**config.mk**
```make
export PLATFORM = sky130hd
export DESIGN_NAME = dsp_cell
export DESIGN_NICKNAME = d
export VERILOG_FILES = /design/src/rtl/dsp_pkg.sv /design/src/rtl/dsp_cell.sv
export SDC_FILE = /design/constraint.sdc
export NUM_CORES = 1
export LEC_CHECK = 0
export BUFFER_PORTS_ARGS = -buffer_cell sky130_fd_sc_hd__buf_2
export CAP_MARGIN = 20
export CORE_UTILIZATION = 35
export DETAILED_ROUTE_END_ITERATION = 10
export PLACE_DENSITY = 0.72
export RECOVER_POWER = 50
export SLEW_MARGIN = 20
export SYNTH_ARGS = -nofsm -noshare
export SYNTH_HDL_FRONTEND = slang
export SYNTH_SLANG_ARGS = --single-unit
```
**constraint.sdc**
```tcl
create_clock -name clk -period 5.2 [get_ports clk]
set_clock_uncertainty 0.2 [all_clocks]
set_input_delay 1.04 -clock clk [delete_from_list [all_inputs] [get_ports clk]]
set_output_delay 1.04 -clock clk [all_outputs]
set_load 0.01 [all_outputs]
```
**src/rtl/dsp_pkg.sv**
```systemverilog
// Shared types, constants and helpers of the dark-speck removal block.
package dsp_pkg;

	localparam int MAX_HEIGHT = 1024;
	localparam int MAX_WIDTH  = 4096;

	// Effective geometry limits and the storage that follows from them.
	localparam int H_LIM  = (MAX_HEIGHT < 1024) ? MAX_HEIGHT : 1024;
	localparam int W_LIM  = (MAX_WIDTH < 4096) ? MAX_WIDTH : 4096;
	localparam int ADDR_W = $clog2(H_LIM);

	localparam int ROW_W      = 10;
	localparam int COL_W      = 12;
	localparam int CH_W       = 8;
	localparam int PIX_W      = 3 * CH_W;
	localparam int WIDTH_W    = 13;
	localparam int HEIGHT_W   = 11;
	localparam int PEND_W     = 13;
	localparam int CFG_DATA_W = 13;
	localparam int CFG_IDX_W  = 2;

	// Window geometry: five columns by five rows around the center pixel.
	localparam int WIN         = 5;
	localparam int CENTER      = 2;
	localparam int MARGIN      = 2;
	localparam int SPECK_LIMIT = 5;
	localparam int SLOT_W      = 3;
	localparam int SUM_W       = 5;

	typedef logic [PIX_W-1:0] pixel_t;

	localparam pixel_t WHITE = {PIX_W{1'b1}};

	localparam logic [CH_W-1:0]     THRESHOLD_RESET = 8'd127;
	localparam logic [WIDTH_W-1:0]  WIDTH_RESET     = 13'd640;
	localparam logic [HEIGHT_W-1:0] HEIGHT_RESET    = 11'd480;

	localparam logic CMD_PIXEL = 1'b0;
	localparam logic CMD_DRAIN = 1'b1;

	typedef enum logic [CFG_IDX_W-1:0] {
		REG_THRESHOLD = 2'd0,
		REG_WIDTH     = 2'd1,
		REG_HEIGHT    = 2'd2
	} cfg_reg_t;

	typedef struct packed {
		logic shift;
		logic set_white;
		logic white_dark;
	} cell_ctrl_t;

	// One window row: dark flags of the five columns and the center-column pixel.
	typedef struct packed {
		logic [WIN-1:0] dark;
		pixel_t         pix;
	} cell_data_t;

	function automatic logic is_dark(input pixel_t p, input logic [CH_W-1:0] thr);
		return (p[3*CH_W-1:2*CH_W] <= thr) && (p[2*CH_W-1:CH_W] <= thr) &&
			(p[CH_W-1:0] <= thr);
	endfunction

endpackage

```
**src/rtl/dsp_cell.sv**
```systemverilog
// One row cell of the window chain: holds a window row and adds its dark count.
module dsp_cell import dsp_pkg::*; (
	input  logic             clk,
	input  cell_ctrl_t       ctrl,
	input  cell_data_t       nbr,
	input  logic [SUM_W-1:0] sum_in,
	output cell_data_t       q,
	output logic [SUM_W-1:0] sum_out
);

	logic [SUM_W-1:0] ones;

	// Rows move up one cell per shift; a removed center pixel is patched in place.
	always_ff @(posedge clk) begin
		if (ctrl.shift) begin
			q <= nbr;
		end else if (ctrl.set_white) begin
			q.pix         <= WHITE;
			q.dark[CENTER] <= ctrl.white_dark;
		end
	end

	always_comb begin
		ones = '0;
		for (int i = 0; i < WIN; i++) begin
			ones = ones + SUM_W'(q.dark[i]);
		end
		sum_out = sum_in + ones;
	end

endmodule

```
## Yosys cells after proc, flatten, opt, wreduce, memory -nomap -nowiden

Cells that the tools add are included.

- Memory bits (read-only): 0
- Register bits after elaboration: 29
- Bits in latches: 0
- Memories kept: 0
- Logic and storage cells: 13
- Memory bits (writable): 0
- Output and inout bits: 34

- Order comparisons: 0
- Mux-type cells: 4
- Shifts and indexed selects: 0
- Equal/unequal tests: 0
- Bitwise gates (word level): 0
- $add $sub $neg: 5
- Div/mod/pow operators: 0
- Reductions and logical operators: 1
- $mul: 0

Operator list:

| operator | number |
|---|---|
| $mux 24 | 2 |
| $add 4x1->5 | 1 |
| $add 5x5->5 | 1 |
| $add 3x1->4 | 1 |
| $add 2x1->3 | 1 |
| $add 1x1->2 | 1 |
| $mux 1 | 2 |
| $reduce_bool 2->1 | 1 |

## Depth between registers and ports, before layout

- Word-level depth: 5
- Depth in mapped cells: 9
- Depth with buffers taken out: 9

## Least setup slack after synthesis

No wires, ideal clock.

- Path kind: input port to output port
- Start point: input port sum_in[0]
- End point: output port sum_out[4]
- Path slack: 871 ps
- Data arrival time: 3089 ps
- Data required time: 3960 ps
- Buffers on the path: 0
- Stages: 9
- Cells stage by stage: fa_1 inv_1 fa_1 inv_1 ha_1 fa_1 a21o_1 nand2_1 xnor2_1

- Cells in the longest elaborated chain, start to end: 1

Ends and longest elaborated chain:

| element | RTL line | text |
|---|---|---|
| from (decl) | dsp_cell.sv:6 | `input logic [SUM_W-1:0] sum_in,` |
| $add 5x5->5 | dsp_cell.sv:28 | `sum_out = sum_in + ones;` |
| to (decl) | dsp_cell.sv:8 | `output logic [SUM_W-1:0] sum_out` |

Every way passes these cells.

## Worst setup path in the final report

Same ends and word-level chain as after synthesis.

==> metrics.log <==
INFO  metric status = completed
INFO  metric largest_register_ffs = 29
INFO  metric globalRouteMet2Util = about a quarter
INFO  metric port-buffer-count = about 70
INFO  metric cts.clk_slew.worst_paths = 0.08 ns
INFO  metric synth_area_leaders = sky130_fd_sc_hd__edfxtp_1 (70%), sky130_fd_sc_hd__nand2b_1 (9.6%), sky130_fd_sc_hd__fa_1 (4.9%)
INFO  metric worst-path-max-fanout = 2
INFO  metric rows = 21
INFO  metric place_area = between 1500 and 2000 um2
INFO  metric synth-async-reset-ratio = 0%
INFO  metric detail_route.wl_per_cell = about 12 um
INFO  metric cp_slowest_cell = sky130_fd_sc_hd__fa_1
INFO  metric type_of_the_worst_min_delay_path = in -> reg
INFO  metric fmax = around 0.22 GHz
INFO  metric via_count = approximately 860
INFO  metric synth.cell_area = 1240 um2
INFO  metric vias_per_instance = between 4 and 5
INFO  metric htree_levels = 2
INFO  metric ys_ff_latch = 29
INFO  metric period_needed = approximately 4.6 ns
INFO  metric die_h = approximately 61 um
INFO  metric post_cts_resize_count = 0
INFO  metric ir_worst_vdd = approximately 160 uV
INFO  metric synth_top_cell_area_share = roughly 70%
INFO  metric drtPass1Iterations = 2
INFO  metric grt_remaining_overflow = 0
INFO  metric syn_inst = 76
INFO  metric cap_violations = 0
INFO  metric post-dp-hpwl = around 1800 um
INFO  metric design.core.area = 3360 um2
INFO  metric detailedPlace.worstSlack = 0.543 ns
INFO  metric first_iter_violations = 15
INFO  metric die_area = approximately 3800 um2
INFO  metric start_util = 36.8%
INFO  metric path_cells = buf_2 -> fa_1 -> inv_1 -> fa_1 -> inv_1 -> ha_1 -> fa_1 -> a21o_1 -> nand2_1 -> xnor2_1 -> buf_2
INFO  metric grt_use_met1 = around 11%
INFO  metric crit_path_max_incr_delay = between 0.5 and 0.6 ns
INFO  metric synth-edff-count = 29
INFO  metric synth.net_count = roughly 120
INFO  metric dieWidth = just over 60 um
INFO  metric final_area = between 1500 and 2000 um2
INFO  metric busiest_layer = met2
INFO  metric post-route-period-util = roughly nine tenths
INFO  metric synth_top_flop_cell = sky130_fd_sc_hd__edfxtp_1
INFO  metric synth_cell_type_count = 14
INFO  metric worst_path_arrival = 3.38 ns
INFO  metric post-route-worst-setup-slack = about 0.58 ns
INFO  metric grt_start_max_net_pins = 31
INFO  metric end_kind = primary output
INFO  metric cts.repair_timing.setup_buffer_count = 0
INFO  metric synth_sequential_area_ratio = 70.4%
INFO  metric largest_register_by_flop_count = q
INFO  metric antennaDiodeCount = 0
INFO  metric setup_tns = 0 ns
INFO  metric via_count_of_the_first_global_routing_pass = between 800 and 900
INFO  metric synth_area_per_cell = between 15 and 20 um2
INFO  metric grt_antenna_before_repair = 0
INFO  metric cts-hold-fix-buffers = 0
INFO  metric gpl.final_weighted_congestion = 0.693
INFO  metric nNetsFinal = just under 200
INFO  metric cts-root-buf = sky130_fd_sc_hd__clkbuf_4
INFO  metric synth_commonest_cells = sky130_fd_sc_hd__edfxtp_1 (29), sky130_fd_sc_hd__nand2b_1 (19), sky130_fd_sc_hd__inv_1 (5), sky130_fd_sc_hd__or2b_1 (5), sky130_fd_sc_hd__ha_1 (4)
INFO  metric clockBufferDepth = 2
INFO  metric routed_wirelength = 2300 um
INFO  metric tritoncts = done
INFO  metric synth-warning-count = 0
INFO  metric total_count_of_max_transition_violations_in_the_final_report = 0
INFO  metric relSlewSlack = approximately 22%
INFO  metric unrepaired_setup_endpoints_after_global_routing = no
INFO  metric number_of_buffers_added_by_the_clock_tree_synthesis_step = 5
INFO  metric power_density = 316 nW/um2
INFO  metric post-route-drc-count = 0
INFO  metric grt_use_met3 = under 10%
INFO  metric layout_top_registers = q x29
INFO  metric drive_above_1_share = a little over two fifths
INFO  metric area_growth = 35.3%
INFO  metric crit_required = ~4 ns
INFO  metric post_synth_top_area_cell = sky130_fd_sc_hd__edfxtp_1
INFO  metric worst_margin_pin_slew = roughly 1.2 ns
INFO  metric first_pass_grt_wire_length = 3400 um
INFO  metric gr-usage-all-layers = approximately an eighth
INFO  metric critPathLaunchType = input port
INFO  metric cpMostUsedCell = sky130_fd_sc_hd__fa_1
INFO  metric clkSinkCount = 29
INFO  metric antenna_left = 0
INFO  metric finalHoldViolCount = 0
INFO  metric setup_viol = 0
INFO  metric synth_most_common_cell = sky130_fd_sc_hd__edfxtp_1
INFO  metric power_leakage = approximately 0.73 nW
INFO  metric io_pins = 72
INFO  metric setup.worst_path.class = in -> out
## logic make-up after synthesis
| kind of cell | after synthesis | synth area share, % |
|---|---|---|
| flops | 29 | 70.4 |
| fa+ha+maj | 7 | 8.90 |
| compound gates | 3 | 1.92 |
| xor+xnor | 3 | 2.12 |
| buf+inv | 7 | 2.33 |
| simple gates | 26 | 13.4 |
| mux | 1 | 0.910 |
## report_power, final
group / internal, W / leakage (nW) / switching (W)
Clock: 0.0000514 / 0.0320 / 0.0000717
Combinational: 0.0000551 / 0.413 / 0.0000640
Sequential: 0.000281 / 0.282 / 0.00000666
## area by class of cell
| type | instances | area [um2] |
|---|---|---|
| fillers | 329 | 1690 |
| flip-flops and latches | 29 | 871 |
| multi-input cells | 40 | 338 |
| repair buffers | 71 | 338 |
| well taps | 46 | 57.6 |
| clock buffers | 6 | 41.3 |
| inverters | 5 | 18.8 |
| clock inverters | 2 | 10.0 |
## cells in the final DEF (no fill, tap or decap)
cell                       instances
sky130_fd_sc_hd__buf_2            57
sky130_fd_sc_hd__edfxtp_1         29
sky130_fd_sc_hd__nand2b_1         19
sky130_fd_sc_hd__clkbuf_1         15
sky130_fd_sc_hd__inv_1             5
sky130_fd_sc_hd__or2b_1            5
sky130_fd_sc_hd__clkbuf_4          5
sky130_fd_sc_hd__ha_1              4
sky130_fd_sc_hd__fa_1              3
sky130_fd_sc_hd__a21o_1            2
sky130_fd_sc_hd__xnor2_1           2
sky130_fd_sc_hd__clkinv_2          2
sky130_fd_sc_hd__a21oi_2           1
sky130_fd_sc_hd__xor2_1            1
sky130_fd_sc_hd__nand2_1           1
sky130_fd_sc_hd__or2_1             1
sky130_fd_sc_hd__mux2_2            1
## worst paths after layout
path	to	depth (start not counted)	startpoint	slack, ns
max	sum_out[4]	11	sum_in[0]	0.58
min	q[25]	1	nbr[25]	0.70
## routing by layer
layer | routed length [um] | up-vias
li1 | - | 410
met1 | 777 | 391
met2 | 1230 | 51
met3 | 260 | 4
met4 | 27 | 0
met5 | 0 | -
## worst max-delay path, delay by kind of cell
kind	cells	cell delay [ns]
fa+ha+maj	4	1.60
simple gates	1	0.07
buf+inv	4	0.34
compound gates	1	0.20
xor+xnor	1	0.11
## through the flow
stage                     util (%)  hold WS (ns)  cells  power (W)
after CTS                     50.3         0.687    199   0.000540
final                         49.8         0.705    199   0.000529
after global routing          49.8         0.675    199   0.000563
after floorplan                  -         0.939     76   0.000360
after global placement        48.8          1.02    191   0.000409
after detailed placement      48.8          1.02    191   0.000417
No activity file was read; power rests on OpenSTA's default activity.
